==> config.mk <==
export PLATFORM = sky130hd
export DESIGN_NAME = read_priority_dispatch_arbiter_unit
export DESIGN_NICKNAME = d
export VERILOG_FILES = /design/src/rtl/rpd_pkg.sv /design/src/rtl/rpd_tag_queue.sv /design/src/rtl/rpd_arbiter.sv /design/src/rtl/read_priority_dispatch_arbiter_unit.sv
export SDC_FILE = /design/constraint.sdc
export NUM_CORES = 1
export LEC_CHECK = 0
export BUFFER_PORTS_ARGS = -buffer_cell sky130_fd_sc_hd__clkbuf_2
export CORE_MARGIN = 2
export CORE_UTILIZATION = 40
export DETAILED_ROUTE_END_ITERATION = 10
export SETUP_SLACK_MARGIN = 0.2
export SYNTH_ARGS = -nofsm -noshare
export SYNTH_HDL_FRONTEND = slang
export SYNTH_HIERARCHICAL = 1
export SYNTH_SLANG_ARGS = --single-unit
export TNS_END_PERCENT = 100
==> constraint.sdc <==
create_clock -name clock -period 9.5 [get_ports clock]
set_clock_uncertainty 0.05 [all_clocks]
set_input_delay 2.85 -clock clock [delete_from_list [all_inputs] [get_ports clock]]
set_output_delay 2.85 -clock clock [all_outputs]
set_load 0.01 [all_outputs]
==> src/rtl/rpd_pkg.sv <==
// Shared types and constants for the read priority dispatch arbiter.
// Holds the request and response beat layouts, status codes and reset values.
// No dependencies.
package rpd_pkg;

   localparam int unsigned TAG_W   = 16;
   localparam int unsigned LIMIT_W = 8;
   localparam int unsigned CNT_W   = 9;

   localparam logic [LIMIT_W-1:0] STARVE_LIMIT_RESET = 8'd4;

   localparam logic ACT_ADD      = 1'b0;
   localparam logic ACT_DISPATCH = 1'b1;

   localparam logic CLASS_FAVORED   = 1'b0;
   localparam logic CLASS_STARVABLE = 1'b1;

   typedef enum logic [1:0] {
      ST_ADDED = 2'd0,
      ST_FULL  = 2'd1,
      ST_GRANT = 2'd2,
      ST_NONE  = 2'd3
   } status_type;

   typedef struct packed {
      logic             action;
      logic [TAG_W-1:0] req_tag;
      logic             req_class;
   } req_beat_type;

   typedef struct packed {
      status_type       status;
      logic [TAG_W-1:0] grant_tag;
      logic             grant_class;
   } rsp_beat_type;

   typedef struct packed {
      logic fav_pop;
      logic stv_pop;
   } arb_grant_type;

endpackage

==> src/rtl/rpd_tag_queue.sv <==
// One tag FIFO: a synchronous memory with a registered read port
// and head, tail and fill count registers. Depends on rpd_pkg.
module rpd_tag_queue #(
   parameter int unsigned QUEUE_DEPTH = 16
) (
   input  logic                      clock,
   input  logic                      reset,
   input  logic                      push,
   input  logic [rpd_pkg::TAG_W-1:0] push_tag,
   input  logic                      pop,
   output logic [rpd_pkg::TAG_W-1:0] pop_tag,
   output logic                      full,
   output logic                      empty
);
   import rpd_pkg::*;

   localparam int unsigned PTR_W = (QUEUE_DEPTH > 1) ? $clog2(QUEUE_DEPTH) : 1;
   localparam int unsigned FILL_W = $clog2(QUEUE_DEPTH + 1);
   localparam logic [PTR_W-1:0] LAST_PTR = PTR_W'(QUEUE_DEPTH - 1);
   localparam logic [FILL_W-1:0] FULL_FILL = FILL_W'(QUEUE_DEPTH);

   logic [TAG_W-1:0]  mem [QUEUE_DEPTH];
   logic [TAG_W-1:0]  rd_data_ff;
   logic [PTR_W-1:0]  head_ff, head_in;
   logic [PTR_W-1:0]  tail_ff, tail_in;
   logic [FILL_W-1:0] fill_ff, fill_in;

   assign full    = (fill_ff == FULL_FILL);
   assign empty   = (fill_ff == '0);
   assign pop_tag = rd_data_ff;

   always_comb begin
      head_in = head_ff;
      tail_in = tail_ff;
      fill_in = fill_ff;
      if (push) begin
         tail_in = (tail_ff == LAST_PTR) ? '0 : tail_ff + PTR_W'(1);
         fill_in = fill_in + FILL_W'(1);
      end
      if (pop) begin
         head_in = (head_ff == LAST_PTR) ? '0 : head_ff + PTR_W'(1);
         fill_in = fill_in - FILL_W'(1);
      end
   end

   always_ff @(posedge clock) begin
      if (reset) begin
         head_ff <= '0;
         tail_ff <= '0;
         fill_ff <= '0;
      end else begin
         head_ff <= head_in;
         tail_ff <= tail_in;
         fill_ff <= fill_in;
      end
   end

   always_ff @(posedge clock) begin
      if (push) begin
         mem[tail_ff] <= push_tag;
      end
      if (pop) begin
         rd_data_ff <= mem[head_ff];
      end
   end

endmodule

==> src/rtl/rpd_arbiter.sv <==
// Dispatch arbiter: the starvation limit register, the starvation counter
// and the choice of which queue head to pop. Depends on rpd_pkg.
module rpd_arbiter (
   input  logic                        clock,
   input  logic                        reset,
   input  logic                        dispatch,
   input  logic                        fav_empty,
   input  logic                        stv_empty,
   input  logic                        csr_we,
   input  logic [rpd_pkg::LIMIT_W-1:0] csr_wdata,
   output rpd_pkg::arb_grant_type      grant
);
   import rpd_pkg::*;

   logic [LIMIT_W-1:0] limit_ff;
   logic [CNT_W-1:0]   count_ff, count_in;
   logic               starved;

   assign starved = count_ff > {1'b0, limit_ff};

   always_comb begin
      grant    = '0;
      count_in = count_ff;
      if (dispatch) begin
         if (!starved && !fav_empty) begin
            grant.fav_pop = 1'b1;
            count_in      = count_ff + CNT_W'(1);
         end else begin
            grant.stv_pop = !stv_empty;
            count_in      = '0;
         end
      end
   end

   always_ff @(posedge clock) begin
      if (reset) begin
         limit_ff <= STARVE_LIMIT_RESET;
         count_ff <= '0;
      end else begin
         if (csr_we) begin
            limit_ff <= csr_wdata;
         end
         count_ff <= count_in;
      end
   end

endmodule

==> src/rtl/read_priority_dispatch_arbiter_unit.sv <==
// Top level of the read priority dispatch arbiter: two tag queues and the
// dispatch arbiter. Depends on rpd_pkg, rpd_tag_queue and rpd_arbiter.
//
//   Channel   Ports                     Direction  Handshake
//   request   start, busy, req_data     in         beat taken when start && !busy
//   response  rsp_valid, rsp_data       out        one-cycle strobe, no back-pressure
//   config    csr_we, csr_wdata         in         written when csr_we is high
//
// In the accept cycle a beat updates the queue pointers and a dispatch starts
// the head read; the queue memory returns the tag in the next cycle, when the
// response is strobed. busy is high during that cycle.
// Reset empties both queues, clears the counter and loads the limit with 4.
// The receiver cannot stall the response.
module read_priority_dispatch_arbiter_unit #(
   parameter int unsigned QUEUE_DEPTH = 16
) (
   input  logic                        clock,
   input  logic                        reset,
   input  logic                        start,
   output logic                        busy,
   input  rpd_pkg::req_beat_type       req_data,
   output logic                        rsp_valid,
   output rpd_pkg::rsp_beat_type       rsp_data,
   input  logic                        csr_we,
   input  logic [rpd_pkg::LIMIT_W-1:0] csr_wdata
);
   import rpd_pkg::*;

   logic             accept, is_add;
   logic             fav_push, stv_push;
   logic             fav_full, fav_empty, stv_full, stv_empty;
   logic [TAG_W-1:0] fav_tag, stv_tag;
   arb_grant_type    grant;
   status_type       status_in, status_ff;
   logic             class_in, class_ff;
   logic             pend_ff;

   assign busy     = pend_ff;
   assign accept   = start && !busy;
   assign is_add   = (req_data.action == ACT_ADD);
   assign fav_push = accept && is_add && (req_data.req_class == CLASS_FAVORED) && !fav_full;
   assign stv_push = accept && is_add && (req_data.req_class == CLASS_STARVABLE) && !stv_full;

   rpd_tag_queue #(.QUEUE_DEPTH(QUEUE_DEPTH)) u_fav_queue (
      .clock    (clock),
      .reset    (reset),
      .push     (fav_push),
      .push_tag (req_data.req_tag),
      .pop      (grant.fav_pop),
      .pop_tag  (fav_tag),
      .full     (fav_full),
      .empty    (fav_empty)
   );

   rpd_tag_queue #(.QUEUE_DEPTH(QUEUE_DEPTH)) u_stv_queue (
      .clock    (clock),
      .reset    (reset),
      .push     (stv_push),
      .push_tag (req_data.req_tag),
      .pop      (grant.stv_pop),
      .pop_tag  (stv_tag),
      .full     (stv_full),
      .empty    (stv_empty)
   );

   rpd_arbiter u_arbiter (
      .clock     (clock),
      .reset     (reset),
      .dispatch  (accept && !is_add),
      .fav_empty (fav_empty),
      .stv_empty (stv_empty),
      .csr_we    (csr_we),
      .csr_wdata (csr_wdata),
      .grant     (grant)
   );

   always_comb begin
      class_in = CLASS_FAVORED;
      if (is_add) begin
         status_in = (fav_push || stv_push) ? ST_ADDED : ST_FULL;
      end else if (grant.fav_pop || grant.stv_pop) begin
         status_in = ST_GRANT;
         class_in  = grant.stv_pop ? CLASS_STARVABLE : CLASS_FAVORED;
      end else begin
         status_in = ST_NONE;
      end
   end

   always_ff @(posedge clock) begin
      if (reset) begin
         pend_ff <= 1'b0;
      end else begin
         pend_ff <= accept;
      end
   end

   always_ff @(posedge clock) begin
      if (accept) begin
         status_ff <= status_in;
         class_ff  <= class_in;
      end
   end

   always_comb begin
      rsp_valid            = pend_ff;
      rsp_data.status      = status_ff;
      rsp_data.grant_class = 1'b0;
      rsp_data.grant_tag   = '0;
      if (status_ff == ST_GRANT) begin
         rsp_data.grant_class = class_ff;
         rsp_data.grant_tag   = (class_ff == CLASS_STARVABLE) ? stv_tag : fav_tag;
      end
   end

endmodule

==> results.ini <==
[power]
power_density_mw_per_mm2 = 210
post-layout-total-power_mw = 5.50
worst_ir_drop_vdd_v = 0.000145
p_leak_nw = 8.27

[setup_path]
crit_fanout = 17
timing.reg2reg.worst_path_depth = 4
setup.reg_to_reg.worst_slack_ns = 6.37
regToRegStartpoint = u_fav_queue/head_ff[0]
timing.critical_path.from_type = flip-flop
critPathArrivalTime_ns = 2.44
crit-reg2reg-capture = u_fav_queue/pop_tag[15]
critical_path_class = flip-flop to primary output
critical_path_required_ns = 6.60
endpoint_kind = primary output

[floorplanning]
placeableCoreArea_sq_mm = 0.0577
initial_core_util_pct = 40.5
die_x_um = 246
floorplan.die_area_sq_mm = 0.0603
ios = 51
y_dimension_of_the_die_um = 246
rows = 88

[worst_hold_path]
hold_path.startpoint = u_arbiter/limit_ff[2]
holdPathEnd = u_arbiter/limit_ff[2]
holdPathStages = 2
hp-class = flip-flop to flip-flop

[yosys]
netlist.area_leader.share_pct = 70.3
netlist_top_cells_count = 547 x edfxtp_1, 128 x mux4_2, 57 x nand2_1, 54 x a22oi_1, 52 x nor2_1
synth_top_flop_cell = edfxtp_1
ys_async_sr_fraction_pct = 0
synth_enable_flop_cells = 547
yosys.area.top_type = edfxtp_1
yosys_warnings = 6
synth-seq-cells = 591
post_synth.cell_area_avg_sq_um = 19.6
mappedNetlistNets = 1247
syn-instance-count = 1192
synth.distinct_cells = 51
yosys.cell_count.top_type = edfxtp_1
portion_of_the_post_synthesis_area_used_by_sequential_elements_pct = 74.1
cell_area_synth_sq_mm = 0.0234
netlist_top_cells_area = edfxtp_1 70%, mux4_2 12%, dfxtp_1 3.8%

[global_routing]
first_global_vias = 11400
use_met1_pct = 24.7
busiest_layer = met2
global_route.usage.met2_pct = 26.3
global_route.usage.total_pct = 17.0
grt_remaining_overflow = 0
grt.met3_usage_pct = 4.03
grt_first_pass_wirelength_um = 74800
grt_max_degree = 69
antenna_found_initial = 2

[final_layout]
multiInputGateArea_sq_mm = 0.00556
fillerInstances = 4893
finish.net_count = 1311
register_area_sq_mm = 0.0173
post_route_cells_drive_above_1_share_pct = 23.3
syn_to_final_growth_pct = 12.3

[sta]
hold_slack_ns = 0.443
final_period_minus_worst_setup_slack_ns = 5.34
setup_viol_count_final = 0
relSlewSlack_pct = 30.6
finalMaxSlewViolations = 0
finalHoldViolations = 0
setup_slack_ns = 4.16
fmaxAchievable_mhz = 187
final_min_period_over_clock_period_pct = 56.2
worst_slew_pin_slew_ns = 1.04
fin_setup_tns_ns = 0
unrepaired_setup_endpoints_after_global_routing = false

[clock_tree]
tritoncts = built
cts.root.buffer_cell = clkbuf_16
inserted_clock_buffers = 59
post_cts_hold_buffer_count = 0
post-cts-setup-buffers = 0
clock_sinks = 591
postcts_resize_cnt = 0
worstSkewPairLatency_ns = 0.61
clk_transition_reported_paths_ns = 0.06
max-clock-path-buffers = 3
cts-htree-levels = 2

[status]
status = finished, final reports clean

[drt]
ant_nets = 0
routed_via_density = 5.45
detail_route.first_pass.iterations = 5
vias = 11300
drt-total-wl_um = 51000
drt-wirelength-per-cell_um = 24.6
drc_errors = 0
initialDrtViolationCount = 942

[place]
dp_hpwl_um = 30500
placement.io_buffers = 50
detailedPlace.worstSlack_ns = 4.29
finalWeightedCongestion = 0.787

[job]
cap_violations = 0

-- final cells by class --
type	instances	area share, %
well taps	765	3.65
flip-flops and latches	591	66.0
diodes	2	0.0191
multi-input cells	514	21.2
repair buffers	65	1.38
clock buffers	83	6.17
clock inverters	27	1.20
inverters	25	0.358
-- critical path: stages, from the launching register on --
cell	delay [ns]
edfxtp_1	0.96
mux2i_1	0.19
nor2_1	0.46
clkbuf_2	0.23
-- layout by cell type, fill, tap and decap left out, types with 3 or more instances in the layout --
| master | n |
|---|---|
| edfxtp_1 | 547 |
| mux4_2 | 128 |
| clkbuf_16 | 61 |
| nand2_1 | 57 |
| a22oi_1 | 54 |
| nor2_1 | 51 |
| clkbuf_2 | 50 |
| dfxtp_1 | 40 |
| and2_1 | 37 |
| mux2i_1 | 29 |
| inv_1 | 25 |
| ha_1 | 25 |
| clkbuf_1 | 21 |
| buf_4 | 15 |
| a21oi_1 | 14 |
| clkinv_2 | 13 |
| a22oi_2 | 12 |
| xnor2_1 | 10 |
| nand3_1 | 9 |
| nand4_1 | 9 |
| xor2_1 | 9 |
| bufinv_16 | 7 |
| nor3_1 | 7 |
| nor2b_1 | 5 |
| nand2b_1 | 4 |
| o21ai_0 | 4 |
| clkinv_1 | 4 |
| or3_1 | 4 |
| nor3b_1 | 4 |
| a211oi_1 | 4 |
| and3_1 | 3 |
-- layer usage --
metal / routed length (um) / share of wire [%]
met5: 0 / 0
met2: 23700 / 46
met1: 22900 / 45
met3: 3690 / 7.2
met4: 677 / 1.3
-- stage by stage --
step                utilization (%)  cell area [sq um]  std cells
detailed placement             42.1              24300       1960
floorplan                         -              23400       1192
finish                         45.5              26200       2072
CTS                            45.5              26200       2070
global route                   45.5              26200       2070
global placement               42.1              24300       1960
-- power by group --
part | switching, mW | total [mW] | internal [mW]
clock network | 0.950 | 2.32 | 1.37
registers | 0.0287 | 2.90 | 2.87
logic | 0.164 | 0.280 | 0.116
total | 1.14 | 5.50 | 4.36
-- sequential cells by signal, indices dropped and copies added (netlist names) --
register	count
u_fav_queue/fill_ff	5
u_stv_queue/head_ff	4
u_arbiter/limit_ff	8
u_stv_queue/tail_ff	4
u_fav_queue/head_ff	4
u_stv_queue/mem	256
class_ff	1
u_fav_queue/tail_ff	4
u_arbiter/count_ff	9
u_fav_queue/pop_tag	16
u_fav_queue/mem	256
u_stv_queue/fill_ff	5
busy	1
status_ff	2
u_stv_queue/pop_tag	16
-- worst max path at each step --
stage	from	endpoint	slack (ns)	cells past startpoint
detailed placement	start	u_stv_queue/mem[1][7]	4.29	6
CTS	class_ff	rsp_data[9]	4.20	3
floorplan	start	u_stv_queue/head_ff[3]	4.12	9
global route	class_ff	rsp_data[9]	4.03	3
finish	class_ff	rsp_data[9]	4.16	3
global placement	start	u_stv_queue/mem[1][7]	4.33	6
-- cell families (layout without fill, tap and decap cells) --
| kind of cell | Yosys count | count (layout) | synth area share, % |
|---|---|---|---|
| mux | 158 | 158 | 13.6 |
| other cells | 0 | 2 | 0 |
| simple gates | 205 | 205 | 4.39 |
| fa+ha+maj | 25 | 25 | 1.34 |
| compound gates | 107 | 107 | 3.66 |
| xor+xnor | 19 | 19 | 0.712 |
| flops | 591 | 591 | 74.1 |
| buf+inv | 87 | 200 | 2.17 |
Power figures use the tool's default switching activity.
